$ cat src/rtl/lru_byte_budget_cache_defines.svh
// Assertion macros for the cache RTL, used by the lbc_dp datapath.
`ifndef LRU_BYTE_BUDGET_CACHE_DEFINES_SVH
`define LRU_BYTE_BUDGET_CACHE_DEFINES_SVH

// Same-cycle implication, sampled on clk, off while rst_n is low.
`define LBC_ASSERT_NOW(lbl, ante, cons, msg) \
  lbl: assert property (@(posedge clk) disable iff (!rst_n) (ante) |-> (cons)) \
    else $error(msg);

// Next-cycle implication, sampled on clk, off while rst_n is low.
`define LBC_ASSERT_NEXT(lbl, ante, cons, msg) \
  lbl: assert property (@(posedge clk) disable iff (!rst_n) (ante) |=> (cons)) \
    else $error(msg);

`endif

$ cat src/rtl/lbc_pkg.sv
// ---------------------------------------------------------------------------
// lbc_pkg
// Types and codes shared by the LRU byte-budget cache modules.
// ---------------------------------------------------------------------------
`timescale 1ns / 1ps
`default_nettype none

package lbc_pkg;

  typedef struct packed {
    logic        cmd;
    logic [31:0] entry_key;
    logic [31:0] entry_bytes;
    logic        gen_failed;
  } in_t;

  typedef struct packed {
    logic [2:0]  status;
    logic [31:0] resource_id;
    logic [4:0]  evicted_count;
    logic [4:0]  item_count;
    logic [31:0] byte_count;
  } out_t;

  localparam logic [2:0] ST_HIT       = 3'd0;
  localparam logic [2:0] ST_INSERTED  = 3'd1;
  localparam logic [2:0] ST_GEN_FAIL  = 3'd2;
  localparam logic [2:0] ST_OVER      = 3'd3;
  localparam logic [2:0] ST_BLOCKED   = 3'd4;
  localparam logic [2:0] ST_RELEASED  = 3'd5;
  localparam logic [2:0] ST_REL_UNK   = 3'd6;

  localparam logic CMD_ACQUIRE = 1'b0;
  localparam logic CMD_RELEASE = 1'b1;

  localparam logic CFG_ITEM_LIMIT  = 1'b0;
  localparam logic CFG_BYTE_BUDGET = 1'b1;

  localparam logic [4:0]  LIMIT_RESET  = 5'd16;
  localparam logic [31:0] BUDGET_RESET = 32'd67108864;

  typedef enum logic [3:0] {
    S_IDLE, S_LOOK, S_DECIDE, S_EVCHK, S_VSCAN, S_VDEC, S_INSERT, S_DONE
  } state_t;

  typedef enum logic [3:0] {
    OP_NONE, OP_LOOKUP, OP_RELEASE, OP_HIT, OP_SETST,
    OP_VSCAN, OP_EVICT, OP_INSERT, OP_OUT
  } op_t;

  typedef struct packed {
    op_t        op;
    logic [2:0] st;
  } ctl_cmd_t;

  typedef struct packed {
    logic scan_done;
    logic is_release;
    logic hit;
    logic rel_ok;
    logic failed;
    logic refuse;
    logic need_evict;
    logic vic_found;
    logic free_found;
    logic out_free;
  } dp_stat_t;

endpackage

`default_nettype wire

$ cat src/rtl/lru_byte_budget_cache.sv
// ---------------------------------------------------------------------------
// lru_byte_budget_cache
// Keyed LRU cache of sized entries with item limit, byte budget and leases.
// ---------------------------------------------------------------------------
// Usage:
//   in_*  : request channel (valid/stall). cmd 0 acquires entry_key, cmd 1
//           releases one lease on it. entry_bytes/gen_failed matter on a miss.
//   out_* : one result per request (valid/stall): status, resource_id,
//           evicted_count, item_count, byte_count.
//   cfg_* : register writes (index 0 item_limit, 1 byte_budget), always ready;
//           write only while no request is in flight.
// Timing: every request runs a lookup scan of the entry RAM, one entry per
//   cycle; hit, release, failed and refused requests then go straight to the
//   result. A miss adds a full victim scan for each eviction and an insert
//   step, or a last victim scan when no victim is left.
//   One request is handled at a time; the single RAM read port sets the rate.
// Reset: synchronous rst_n clears all valid bits, counters, use clock, id
//   counter (to one) and the configuration registers to their defaults.
// Stall: a result waits in the output register while out_stall is high; the
//   next request is taken once its result has entered the output register.
// ---------------------------------------------------------------------------
`timescale 1ns / 1ps
`default_nettype none

module lru_byte_budget_cache #(
  parameter int ENTRIES  = 16,
  parameter int KEY_BITS = 32
) (
  input  wire logic          clk,
  input  wire logic          rst_n,
  input  wire logic          in_valid,
  output logic               in_stall,
  input  wire lbc_pkg::in_t  in_data,
  output logic               out_valid,
  input  wire logic          out_stall,
  output lbc_pkg::out_t      out_data,
  input  wire logic          cfg_valid,
  output logic               cfg_ready,
  input  wire logic          cfg_index,
  input  wire logic [31:0]   cfg_data
);

  lbc_pkg::ctl_cmd_t ctl_cmd;
  lbc_pkg::dp_stat_t dp_stat;

  assign cfg_ready = 1'b1;

  lbc_ctrl u_ctrl (
    .clk     (clk),
    .rst_n   (rst_n),
    .in_valid(in_valid),
    .in_stall(in_stall),
    .stat    (dp_stat),
    .cmd     (ctl_cmd)
  );

  lbc_dp #(.ENTRIES(ENTRIES), .KEY_BITS(KEY_BITS)) u_dp (
    .clk      (clk),
    .rst_n    (rst_n),
    .in_data  (in_data),
    .cfg_valid(cfg_valid && cfg_ready),
    .cfg_index(cfg_index),
    .cfg_data (cfg_data),
    .cmd      (ctl_cmd),
    .stat     (dp_stat),
    .out_valid(out_valid),
    .out_stall(out_stall),
    .out_data (out_data)
  );

endmodule

`default_nettype wire

$ cat src/rtl/lbc_ram.sv
// ---------------------------------------------------------------------------
// lbc_ram
// Simple dual-port RAM: one write port, one read port with registered data.
// ---------------------------------------------------------------------------
`timescale 1ns / 1ps
`default_nettype none

module lbc_ram #(
  parameter int WIDTH = 8,
  parameter int DEPTH = 16
) (
  input  wire logic                     clk,
  input  wire logic                     we,
  input  wire logic [$clog2(DEPTH)-1:0] waddr,
  input  wire logic [WIDTH-1:0]         wdata,
  input  wire logic [$clog2(DEPTH)-1:0] raddr,
  output logic      [WIDTH-1:0]         rdata
);

  logic [WIDTH-1:0] mem [DEPTH];

  always_ff @(posedge clk) begin
    if (we) begin
      mem[waddr] <= wdata;
    end
    rdata <= mem[raddr];
  end

endmodule

`default_nettype wire

$ cat src/rtl/lbc_ctrl.sv
// ---------------------------------------------------------------------------
// lbc_ctrl
// Request sequencer: lookup, decision, eviction loop, insert, result.
// ---------------------------------------------------------------------------
`timescale 1ns / 1ps
`default_nettype none

module lbc_ctrl (
  input  wire logic              clk,
  input  wire logic              rst_n,
  input  wire logic              in_valid,
  output logic                   in_stall,
  input  wire lbc_pkg::dp_stat_t stat,
  output lbc_pkg::ctl_cmd_t      cmd
);

  lbc_pkg::state_t state_r, state_nxt;

  always_ff @(posedge clk) begin
    if (!rst_n) begin
      state_r <= lbc_pkg::S_IDLE;
    end else begin
      state_r <= state_nxt;
    end
  end

  always_comb begin
    state_nxt = state_r;
    case (state_r)
      lbc_pkg::S_IDLE:   if (in_valid) state_nxt = lbc_pkg::S_LOOK;
      lbc_pkg::S_LOOK:   if (stat.scan_done) state_nxt = lbc_pkg::S_DECIDE;
      lbc_pkg::S_DECIDE: begin
        if (stat.is_release || stat.hit || stat.failed || stat.refuse) begin
          state_nxt = lbc_pkg::S_DONE;
        end else begin
          state_nxt = lbc_pkg::S_EVCHK;
        end
      end
      lbc_pkg::S_EVCHK:  state_nxt = stat.need_evict ? lbc_pkg::S_VSCAN : lbc_pkg::S_INSERT;
      lbc_pkg::S_VSCAN:  if (stat.scan_done) state_nxt = lbc_pkg::S_VDEC;
      lbc_pkg::S_VDEC:   state_nxt = stat.vic_found ? lbc_pkg::S_EVCHK : lbc_pkg::S_DONE;
      lbc_pkg::S_INSERT: state_nxt = lbc_pkg::S_DONE;
      lbc_pkg::S_DONE:   if (stat.out_free) state_nxt = lbc_pkg::S_IDLE;
      default:           state_nxt = lbc_pkg::S_IDLE;
    endcase
  end

  always_comb begin
    cmd.op = lbc_pkg::OP_NONE;
    cmd.st = lbc_pkg::ST_HIT;
    case (state_r)
      lbc_pkg::S_IDLE: if (in_valid) cmd.op = lbc_pkg::OP_LOOKUP;
      lbc_pkg::S_DECIDE: begin
        if (stat.is_release) begin
          if (stat.rel_ok) begin
            cmd.op = lbc_pkg::OP_RELEASE;
          end else begin
            cmd.op = lbc_pkg::OP_SETST;
            cmd.st = lbc_pkg::ST_REL_UNK;
          end
        end else if (stat.hit) begin
          cmd.op = lbc_pkg::OP_HIT;
        end else if (stat.failed) begin
          cmd.op = lbc_pkg::OP_SETST;
          cmd.st = lbc_pkg::ST_GEN_FAIL;
        end else if (stat.refuse) begin
          cmd.op = lbc_pkg::OP_SETST;
          cmd.st = lbc_pkg::ST_OVER;
        end
      end
      lbc_pkg::S_EVCHK: if (stat.need_evict) cmd.op = lbc_pkg::OP_VSCAN;
      lbc_pkg::S_VDEC: begin
        if (stat.vic_found) begin
          cmd.op = lbc_pkg::OP_EVICT;
        end else begin
          cmd.op = lbc_pkg::OP_SETST;
          cmd.st = lbc_pkg::ST_BLOCKED;
        end
      end
      lbc_pkg::S_INSERT: begin
        if (stat.free_found) begin
          cmd.op = lbc_pkg::OP_INSERT;
        end else begin
          cmd.op = lbc_pkg::OP_SETST;
          cmd.st = lbc_pkg::ST_BLOCKED;
        end
      end
      lbc_pkg::S_DONE: if (stat.out_free) cmd.op = lbc_pkg::OP_OUT;
      default: cmd.op = lbc_pkg::OP_NONE;
    endcase
  end

  assign in_stall = (state_r != lbc_pkg::S_IDLE);

endmodule

`default_nettype wire

$ cat src/rtl/lbc_dp.sv
// ---------------------------------------------------------------------------
// lbc_dp
// Cache datapath: entry RAM, valid bits, scan pipeline, counters, result reg.
// ---------------------------------------------------------------------------
`timescale 1ns / 1ps
`default_nettype none
`include "lru_byte_budget_cache_defines.svh"

module lbc_dp #(
  parameter int ENTRIES  = 16,
  parameter int KEY_BITS = 32
) (
  input  wire logic              clk,
  input  wire logic              rst_n,
  input  wire lbc_pkg::in_t      in_data,
  input  wire logic              cfg_valid,
  input  wire logic              cfg_index,
  input  wire logic [31:0]       cfg_data,
  input  wire lbc_pkg::ctl_cmd_t cmd,
  output lbc_pkg::dp_stat_t      stat,
  output logic                   out_valid,
  input  wire logic              out_stall,
  output lbc_pkg::out_t          out_data
);

  localparam int IW = $clog2(ENTRIES);
  localparam int CW = $clog2(ENTRIES + 1);
  localparam int LW = (CW > 5) ? CW : 5;
  localparam int KW = (KEY_BITS < 32) ? KEY_BITS : 32;
  // entry word: key | bytes | stamp | leases | id
  localparam int ID_LSB = 0;
  localparam int LS_LSB = 32;
  localparam int SM_LSB = 48;
  localparam int BY_LSB = 80;
  localparam int KY_LSB = 112;
  localparam int WW     = KY_LSB + KW;

  // configuration
  logic [4:0]  limit_r;
  logic [31:0] budget_r;

  // bookkeeping
  logic [ENTRIES-1:0] valid_r, valid_nxt;
  logic [CW-1:0] cnt_r, cnt_nxt;
  logic [31:0] total_r, total_nxt;
  logic [31:0] use_r, use_nxt;
  logic [31:0] next_id_r, next_id_nxt;

  // per request
  lbc_pkg::in_t req_r, req_nxt;
  logic [2:0]   status_r, status_nxt;
  logic [31:0]  rid_r, rid_nxt;
  logic [CW-1:0] evicted_r, evicted_nxt;

  // scan pipeline
  logic          scan_act_r, scan_act_nxt;
  logic          vmode_r, vmode_nxt;
  logic [IW-1:0] addr_r, addr_nxt;
  logic          rd_vld_r, rd_vld_nxt;
  logic          rd_last_r, rd_last_nxt;
  logic [IW-1:0] rd_idx_r, rd_idx_nxt;

  // scan results
  logic          hit_r, hit_nxt;
  logic [IW-1:0] hit_idx_r, hit_idx_nxt;
  logic [WW-1:0] hit_word_r, hit_word_nxt;
  logic          free_found_r, free_found_nxt;
  logic [IW-1:0] free_r, free_nxt;
  logic          vic_found_r, vic_found_nxt;
  logic [IW-1:0] vic_idx_r, vic_idx_nxt;
  logic [31:0]   vic_stamp_r, vic_stamp_nxt;
  logic [31:0]   vic_bytes_r, vic_bytes_nxt;

  // result register
  logic          out_valid_r, out_valid_nxt;
  lbc_pkg::out_t out_r, out_nxt;

  // RAM
  logic          ram_we;
  logic [IW-1:0] ram_waddr;
  logic [WW-1:0] ram_wdata;
  logic [WW-1:0] rd_word;

  logic [LW-1:0] lim_raw, lim, cnt_ext, ev_ext;
  logic [15:0]   hit_leases;
  logic [32:0]   bytes_sum;
  logic          rd_valid;

  lbc_ram #(.WIDTH(WW), .DEPTH(ENTRIES)) u_ram (
    .clk  (clk),
    .we   (ram_we),
    .waddr(ram_waddr),
    .wdata(ram_wdata),
    .raddr(addr_r),
    .rdata(rd_word)
  );

  always_comb begin
    lim_raw    = LW'(limit_r);
    lim        = (lim_raw > LW'(ENTRIES)) ? LW'(ENTRIES) : lim_raw;
    cnt_ext    = LW'(cnt_r);
    ev_ext     = LW'(evicted_r);
    hit_leases = hit_word_r[LS_LSB +: 16];
    bytes_sum  = {1'b0, total_r} + {1'b0, req_r.entry_bytes};
    rd_valid   = valid_r[rd_idx_r];
  end

  always_comb begin
    stat.scan_done  = rd_vld_r && rd_last_r;
    stat.is_release = (req_r.cmd == lbc_pkg::CMD_RELEASE);
    stat.hit        = hit_r;
    stat.rel_ok     = hit_r && (hit_leases != 16'd0);
    stat.failed     = req_r.gen_failed;
    stat.refuse     = (limit_r == 5'd0) || (req_r.entry_bytes > budget_r);
    stat.need_evict = (cnt_ext >= lim) || (bytes_sum > {1'b0, budget_r});
    stat.vic_found  = vic_found_r;
    stat.free_found = free_found_r;
    stat.out_free   = !out_valid_r || !out_stall;
  end

  always_comb begin
    valid_nxt      = valid_r;
    cnt_nxt        = cnt_r;
    total_nxt      = total_r;
    use_nxt        = use_r;
    next_id_nxt    = next_id_r;
    req_nxt        = req_r;
    status_nxt     = status_r;
    rid_nxt        = rid_r;
    evicted_nxt    = evicted_r;
    scan_act_nxt   = scan_act_r;
    vmode_nxt      = vmode_r;
    addr_nxt       = addr_r;
    rd_vld_nxt     = 1'b0;
    rd_last_nxt    = 1'b0;
    rd_idx_nxt     = addr_r;
    hit_nxt        = hit_r;
    hit_idx_nxt    = hit_idx_r;
    hit_word_nxt   = hit_word_r;
    free_found_nxt = free_found_r;
    free_nxt       = free_r;
    vic_found_nxt  = vic_found_r;
    vic_idx_nxt    = vic_idx_r;
    vic_stamp_nxt  = vic_stamp_r;
    vic_bytes_nxt  = vic_bytes_r;
    out_valid_nxt  = out_valid_r && out_stall;
    out_nxt        = out_r;
    ram_we         = 1'b0;
    ram_waddr      = hit_idx_r;
    ram_wdata      = hit_word_r;

    // issue one read per cycle
    if (scan_act_r) begin
      rd_vld_nxt  = 1'b1;
      rd_last_nxt = (addr_r == IW'(ENTRIES - 1));
      if (addr_r == IW'(ENTRIES - 1)) begin
        scan_act_nxt = 1'b0;
      end else begin
        addr_nxt = addr_r + 1'b1;
      end
    end

    // compare the returned entry
    if (rd_vld_r) begin
      if (!vmode_r) begin
        if (rd_valid && !hit_r &&
            rd_word[KY_LSB +: KW] == req_r.entry_key[KW-1:0]) begin
          hit_nxt      = 1'b1;
          hit_idx_nxt  = rd_idx_r;
          hit_word_nxt = rd_word;
        end
        if (!rd_valid && !free_found_r) begin
          free_found_nxt = 1'b1;
          free_nxt       = rd_idx_r;
        end
      end else if (rd_valid && rd_word[LS_LSB +: 16] == 16'd0 &&
                   (!vic_found_r || rd_word[SM_LSB +: 32] < vic_stamp_r)) begin
        vic_found_nxt = 1'b1;
        vic_idx_nxt   = rd_idx_r;
        vic_stamp_nxt = rd_word[SM_LSB +: 32];
        vic_bytes_nxt = rd_word[BY_LSB +: 32];
      end
    end

    case (cmd.op)
      lbc_pkg::OP_LOOKUP: begin
        req_nxt        = in_data;
        status_nxt     = lbc_pkg::ST_INSERTED;
        rid_nxt        = 32'd0;
        evicted_nxt    = '0;
        hit_nxt        = 1'b0;
        free_found_nxt = 1'b0;
        vmode_nxt      = 1'b0;
        scan_act_nxt   = 1'b1;
        addr_nxt       = '0;
      end
      lbc_pkg::OP_VSCAN: begin
        vic_found_nxt = 1'b0;
        vmode_nxt     = 1'b1;
        scan_act_nxt  = 1'b1;
        addr_nxt      = '0;
      end
      lbc_pkg::OP_RELEASE: begin
        ram_we                      = 1'b1;
        ram_wdata[LS_LSB +: 16]     = hit_leases - 16'd1;
        status_nxt                  = lbc_pkg::ST_RELEASED;
      end
      lbc_pkg::OP_HIT: begin
        ram_we                  = 1'b1;
        ram_wdata[SM_LSB +: 32] = use_r + 32'd1;
        ram_wdata[LS_LSB +: 16] = (hit_leases == 16'hFFFF) ? hit_leases
                                                            : hit_leases + 16'd1;
        use_nxt                 = use_r + 32'd1;
        rid_nxt                 = hit_word_r[ID_LSB +: 32];
        status_nxt              = lbc_pkg::ST_HIT;
      end
      lbc_pkg::OP_SETST: begin
        status_nxt = cmd.st;
      end
      lbc_pkg::OP_EVICT: begin
        valid_nxt[vic_idx_r] = 1'b0;
        cnt_nxt              = cnt_r - 1'b1;
        total_nxt            = total_r - vic_bytes_r;
        evicted_nxt          = evicted_r + 1'b1;
        if (!free_found_r || vic_idx_r < free_r) begin
          free_found_nxt = 1'b1;
          free_nxt       = vic_idx_r;
        end
      end
      lbc_pkg::OP_INSERT: begin
        ram_we             = 1'b1;
        ram_waddr          = free_r;
        ram_wdata          = {req_r.entry_key[KW-1:0], req_r.entry_bytes,
                              use_r + 32'd1, 16'd1, next_id_r};
        valid_nxt[free_r]  = 1'b1;
        cnt_nxt            = cnt_r + 1'b1;
        total_nxt          = bytes_sum[31:0];
        use_nxt            = use_r + 32'd1;
        next_id_nxt        = next_id_r + 32'd1;
        rid_nxt            = next_id_r;
        status_nxt         = lbc_pkg::ST_INSERTED;
        free_found_nxt     = 1'b0;
      end
      lbc_pkg::OP_OUT: begin
        out_valid_nxt         = 1'b1;
        out_nxt.status        = status_r;
        out_nxt.resource_id   = rid_r;
        out_nxt.evicted_count = ev_ext[4:0];
        out_nxt.item_count    = cnt_ext[4:0];
        out_nxt.byte_count    = total_r;
      end
      default: ;
    endcase
  end

  always_ff @(posedge clk) begin
    if (!rst_n) begin
      limit_r     <= lbc_pkg::LIMIT_RESET;
      budget_r    <= lbc_pkg::BUDGET_RESET;
      valid_r     <= '0;
      cnt_r       <= '0;
      total_r     <= 32'd0;
      use_r       <= 32'd0;
      next_id_r   <= 32'd1;
      scan_act_r  <= 1'b0;
      rd_vld_r    <= 1'b0;
      out_valid_r <= 1'b0;
    end else begin
      if (cfg_valid && cfg_index == lbc_pkg::CFG_ITEM_LIMIT) begin
        limit_r <= cfg_data[4:0];
      end
      if (cfg_valid && cfg_index == lbc_pkg::CFG_BYTE_BUDGET) begin
        budget_r <= cfg_data;
      end
      valid_r     <= valid_nxt;
      cnt_r       <= cnt_nxt;
      total_r     <= total_nxt;
      use_r       <= use_nxt;
      next_id_r   <= next_id_nxt;
      scan_act_r  <= scan_act_nxt;
      rd_vld_r    <= rd_vld_nxt;
      out_valid_r <= out_valid_nxt;
    end
  end

  always_ff @(posedge clk) begin
    req_r        <= req_nxt;
    status_r     <= status_nxt;
    rid_r        <= rid_nxt;
    evicted_r    <= evicted_nxt;
    vmode_r      <= vmode_nxt;
    addr_r       <= addr_nxt;
    rd_last_r    <= rd_last_nxt;
    rd_idx_r     <= rd_idx_nxt;
    hit_r        <= hit_nxt;
    hit_idx_r    <= hit_idx_nxt;
    hit_word_r   <= hit_word_nxt;
    free_found_r <= free_found_nxt;
    free_r       <= free_nxt;
    vic_found_r  <= vic_found_nxt;
    vic_idx_r    <= vic_idx_nxt;
    vic_stamp_r  <= vic_stamp_nxt;
    vic_bytes_r  <= vic_bytes_nxt;
    out_r        <= out_nxt;
  end

  assign out_valid = out_valid_r;
  assign out_data  = out_r;

  `LBC_ASSERT_NOW(a_cnt_matches_valid, 1'b1, cnt_r == CW'($countones(valid_r)), "held count drifted from valid bits")
  `LBC_ASSERT_NOW(a_evict_valid, cmd.op == lbc_pkg::OP_EVICT, valid_r[vic_idx_r], "evicting an empty slot")
  `LBC_ASSERT_NOW(a_insert_free, cmd.op == lbc_pkg::OP_INSERT, !valid_r[free_r], "inserting into a held slot")

endmodule

`default_nettype wire
$ cat config.mk
export PLATFORM = sky130hd
export DESIGN_NAME = lru_byte_budget_cache
export DESIGN_NICKNAME = d
export VERILOG_FILES = /design/src/rtl/lbc_pkg.sv /design/src/rtl/lru_byte_budget_cache.sv /design/src/rtl/lbc_ram.sv /design/src/rtl/lbc_ctrl.sv /design/src/rtl/lbc_dp.sv
export VERILOG_INCLUDE_DIRS = /design/src /design/src/rtl
export SDC_FILE = /design/constraint.sdc
export NUM_CORES = 2
export LEC_CHECK = 0
export ABC_AREA = 1
export BUFFER_PORTS_ARGS = -buffer_cell sky130_fd_sc_hd__buf_2
export CORE_MARGIN = 5
export CORE_UTILIZATION = 23
export DETAILED_ROUTE_END_ITERATION = 12
export PLACE_DENSITY = 0.37
export RECOVER_POWER = 100
export SKIP_LAST_GASP = 1
export SLEW_MARGIN = 20
export SYNTH_ARGS = -nofsm -noshare
export SYNTH_HDL_FRONTEND = slang
export SYNTH_SLANG_ARGS = --single-unit
export TNS_END_PERCENT = 20
$ cat constraint.sdc
create_clock -name clk -period 8.2 [get_ports clk]
set_input_delay 0.41 -clock clk [delete_from_list [all_inputs] [get_ports clk]]
set_output_delay 0.41 -clock clk [all_outputs]
set_load 0.05 [all_outputs]
==> impl_metrics.ini <==
[outcome]
outcome = finished with violations
failed_checks = max-capacitance violations, max-slew violations

[drt]
antenna_violating_nets_post_route = 0
drt-vias-per-instance = 4.58
post-route-drc-count = 0
num_vias = 78832
drt_iter0_drc = 5881
dr.pass1.iters = 5
wire_per_inst_um = 23.0
finalWirelength_um = 395000

[sta]
fin_setup_tns_ps = 0
skew_ps = 70.9
rsz0062_at_grt = no
final.setup.worst_slack_ps = 1330
maxClockFrequency_mhz = 146
final_min_period_over_clock_period_pct = 83.8
timing.final.max_slew_violations = 2216
final-setup-viol-count = 0
fin_crit_ps = 6870
hold_viol = 0
max_slew.worst_pin.slew_ps = 4090
timing.slew.headroom_pct = -173

[worst_setup_path]
crit_required_ps = 8680
worstPathMaxFanout = 36
r2r_cells = 10
worst_endpoint_data_arrival_time_ps = 7360
worstSetupPathType = reg2reg
worst_setup_path_end_kind = register
type_of_origin_of_the_critical_path = register

[placement]
post-dp-hpwl_um = 212000
pre_cts_ws_ps = 2410
numPortBuffers = 182
gp_routability_congestion = 0.856

[yosys]
main_combinational_cell_family_by_area_after_synthesis = compound AO/OA/AOI/OAI gates
postSynthAreaPerCell_um2 = 12.5
synth_xor_area_share_pct = 0.733
number_of_warnings_printed_during_yosys_synthesis = 0
synth_cells = 9678
yosys.area_share.adder_pct = 1.86
synth_seq_area_share_pct = 72.6
synth-compound-area-share_pct = 11.9
mappedNetlistNets = 9960
synth_simple_gate_area_share_pct = 9.85
postSynthRegisterBits = 3024
ys_types = 60
yosys-mux-area-fraction_pct = 0
syn_area_um2 = 121000

[floorplan]
die_h_um = 734
placement_rows = 266
die_width_um = 734
initial_core_util_pct = 23.0
design.core.area_um2 = 524000
io-pin-count = 184
die_area_um2 = 539000

[grt]
global_route.overflow_total = 0
grt_antenna_before_repair = 14
global_route.usage.total_pct = 14.1
grt_first_pass_wirelength_um = 570000
grt_pass1_vias = 79198
grt_start_max_net_pins = 201

[cts]
cts.reportedPaths.clkPinSlew_ps = 60
cts_tree = yes
cts_inserted_buffers = 355
clock_sinks = 3024
postCtsHoldBufs = 111
ctsLongestPathBuffers = 4
htreeDepth = 5
clkLatencyLatePin_ps = 950
postCtsSetupBuffers = 0
clock-root-buffer = sky130_fd_sc_hd__clkbuf_16
post_cts_resized = 0

[power]
combinationalPowerShare_pct = 19.2
clock_power_share_pct = 38.0
switching_share_pct = 30.5
power.share.sequential_pct = 42.8
cellInternalPower_uw = 29200
p_switching_uw = 12800
leakagePower_uw = 0.0465
irDropWorstVdd_mv = 0.272
powerDensity_nw_per_um2 = 296

[layout]
layout-drive-gt1-share_pct = 7.50
layout-area-overhead-vs-synth_pct = 17.8
final_core_utilization_pct = 27.1
final_nets = 10226

[hold_path]
timing.hold.worst_path_depth = 2
hold_path.class = in2reg

[flow_run]
timing.max_cap.violations = 49
[registers in the layout, summed over array words and instances, names as in the netlist, 5 cells and up]
name              flops
u_dp.ev_ext           5
u_dp.vic_bytes_r     32
u_dp.u_ram.rdata    144
u_dp.req_r           64
u_dp.hit_word_r     144
u_dp.u_ram.mem     2304
u_dp.budget_r        32
u_dp.next_id_r       32
u_dp.out_data        77
u_dp.total_r         32
u_dp.vic_stamp_r     32
u_dp.use_r           32
u_dp.valid_r         16
u_dp.rid_r           32
u_dp.cnt_ext          5
u_dp.lim_raw          5
[worst paths after layout]
path | end | start | slack (ps)
min reg2reg | u_dp.hit_word_r[31] | u_dp.u_ram.rdata[31] | 380
min | u_dp.req_r[18] | in_data[18] | 210
max | u_dp.u_ram.mem[6][124] | u_ctrl.state_r[1] | 1330
max reg2reg | u_dp.u_ram.mem[6][124] | u_ctrl.state_r[1] | 1330
[area by class of cell]
class,instances,area [um^2]
sequential,3024,87600
tap,6968,8720
multi-input combinational,5687,29300
fill,53900,382000
timing repair buffer,461,3070
clock buffer,487,9850
antenna,5,12.5
inverter,415,1600
clock inverter,176,1930
[synthesized netlist by cell type, drive strengths merged]
cell type / count / area (um^2)
nand3: 296 / 1530
ha: 175 / 2190
o211a: 1 / 10.0
o2111ai: 3 / 26.3
nor2: 1379 / 5260
o221a: 8 / 90.1
nand4: 51 / 325
o21ai: 1413 / 7080
a31oi: 7 / 43.8
or4: 3 / 22.5
xor2: 61 / 534
fa: 3 / 60.1
dfxtp: 320 / 6410
o31a: 1 / 8.76
o21bai: 15 / 113
a21boi: 6 / 45.0
nand2: 1031 / 3890
xnor2: 40 / 350
a21o: 10 / 75.1
edfxtp: 2704 / 81200
and3: 4 / 25.0
buf: 81 / 394
o221ai: 150 / 1310
o311ai: 1 / 8.76
o21a: 9 / 67.6
o22ai: 432 / 2700
a21oi: 263 / 1330
and2: 5 / 31.3
o211ai: 167 / 1260
nor4: 27 / 175
o31ai: 2 / 15.0
a311oi: 1 / 8.76
a221oi: 4 / 35.0
nand3b: 10 / 75.1
inv: 415 / 1560
a211oi: 10 / 75.1
conb: 1 / 3.75
or2: 25 / 156
clkbuf: 471 / 1770
nor3: 73 / 390
[critical path, cell delays in order, from the launching register on]
cell and delay, ps:
sky130_fd_sc_hd__dfxtp_1 420, sky130_fd_sc_hd__clkinv_1 90, sky130_fd_sc_hd__nor2_1 130, sky130_fd_sc_hd__nand2_1 140
sky130_fd_sc_hd__nor2_4 110, sky130_fd_sc_hd__clkbuf_1 2250, sky130_fd_sc_hd__o21ai_0 690, sky130_fd_sc_hd__inv_1 230
sky130_fd_sc_hd__nand3_1 190, sky130_fd_sc_hd__nor2_1 770, sky130_fd_sc_hd__clkbuf_2 1340
[logic make-up (layout without fill, tap and decap cells)]
logic type,after synthesis,after routing
AO/OA/AOI/OAI,2503,2503
XOR/XNOR,101,101
adder cells (fa/ha/maj),178,178
buffers and inverters,967,1539
flip-flops,3024,3024
other,1,6
AND/OR/NAND/NOR,2904,2904
[power by group through the flow]
stage               clock (uW)  combinational, uW  sequential [uW]
detailed placement           0               8140            18400
CTS                      16500               8220            18000
finish                   16000               8080            18000
global placement             0               8110            18300
floorplan                    0               5490            17900
global route             17100               9050            18100
[per-stage QoR]
stage                     cell area, um^2  total power (uW)  hold WS, ps  instances
after floorplan                    121000             23400          329       9678
after global placement             130000             26500          387      16444
after detailed placement           130000             26500          391      16444
after CTS                          143000             42700         98.2      17218
after global routing               142000             44300          150      17220
final                              142000             42100          207      17223
[cells in the final DEF, fill, tap and decap left out, types with 12 or more instances in the layout]
cell                               n
sky130_fd_sc_hd__clkbuf_1        282
sky130_fd_sc_hd__clkbuf_16       358
sky130_fd_sc_hd__inv_6            12
sky130_fd_sc_hd__buf_4            50
sky130_fd_sc_hd__nor2_1         1361
sky130_fd_sc_hd__clkbuf_2         20
sky130_fd_sc_hd__a21oi_1         260
sky130_fd_sc_hd__or2_2            24
sky130_fd_sc_hd__o221ai_1        148
sky130_fd_sc_hd__nor2_4           12
sky130_fd_sc_hd__nor4_1           25
sky130_fd_sc_hd__inv_1           400
sky130_fd_sc_hd__dlygate4sd3_1   111
sky130_fd_sc_hd__ha_1            175
sky130_fd_sc_hd__buf_2            58
sky130_fd_sc_hd__nor3_1           69
sky130_fd_sc_hd__dfxtp_1         318
sky130_fd_sc_hd__o21bai_1         15
sky130_fd_sc_hd__o211ai_1        167
sky130_fd_sc_hd__nand3_1         290
sky130_fd_sc_hd__clkbuf_8         41
sky130_fd_sc_hd__buf_12           20
sky130_fd_sc_hd__nand2_1        1024
sky130_fd_sc_hd__o22ai_1         432
sky130_fd_sc_hd__edfxtp_1       2704
sky130_fd_sc_hd__clkinv_2         61
sky130_fd_sc_hd__xnor2_1          40
sky130_fd_sc_hd__clkinv_1         49
sky130_fd_sc_hd__bufinv_16        33
sky130_fd_sc_hd__nand4_1          50
sky130_fd_sc_hd__o21ai_0        1407
sky130_fd_sc_hd__xor2_1           61
[per-layer routing]
metal | wire length [um] | track usage, %
met5 | 0 | 0
met4 | 8840 | 3.15
met3 | 15900 | 1.63
met2 | 183000 | 23.1
met1 | 188000 | 20.0
Power figures use the tool's default switching activity.
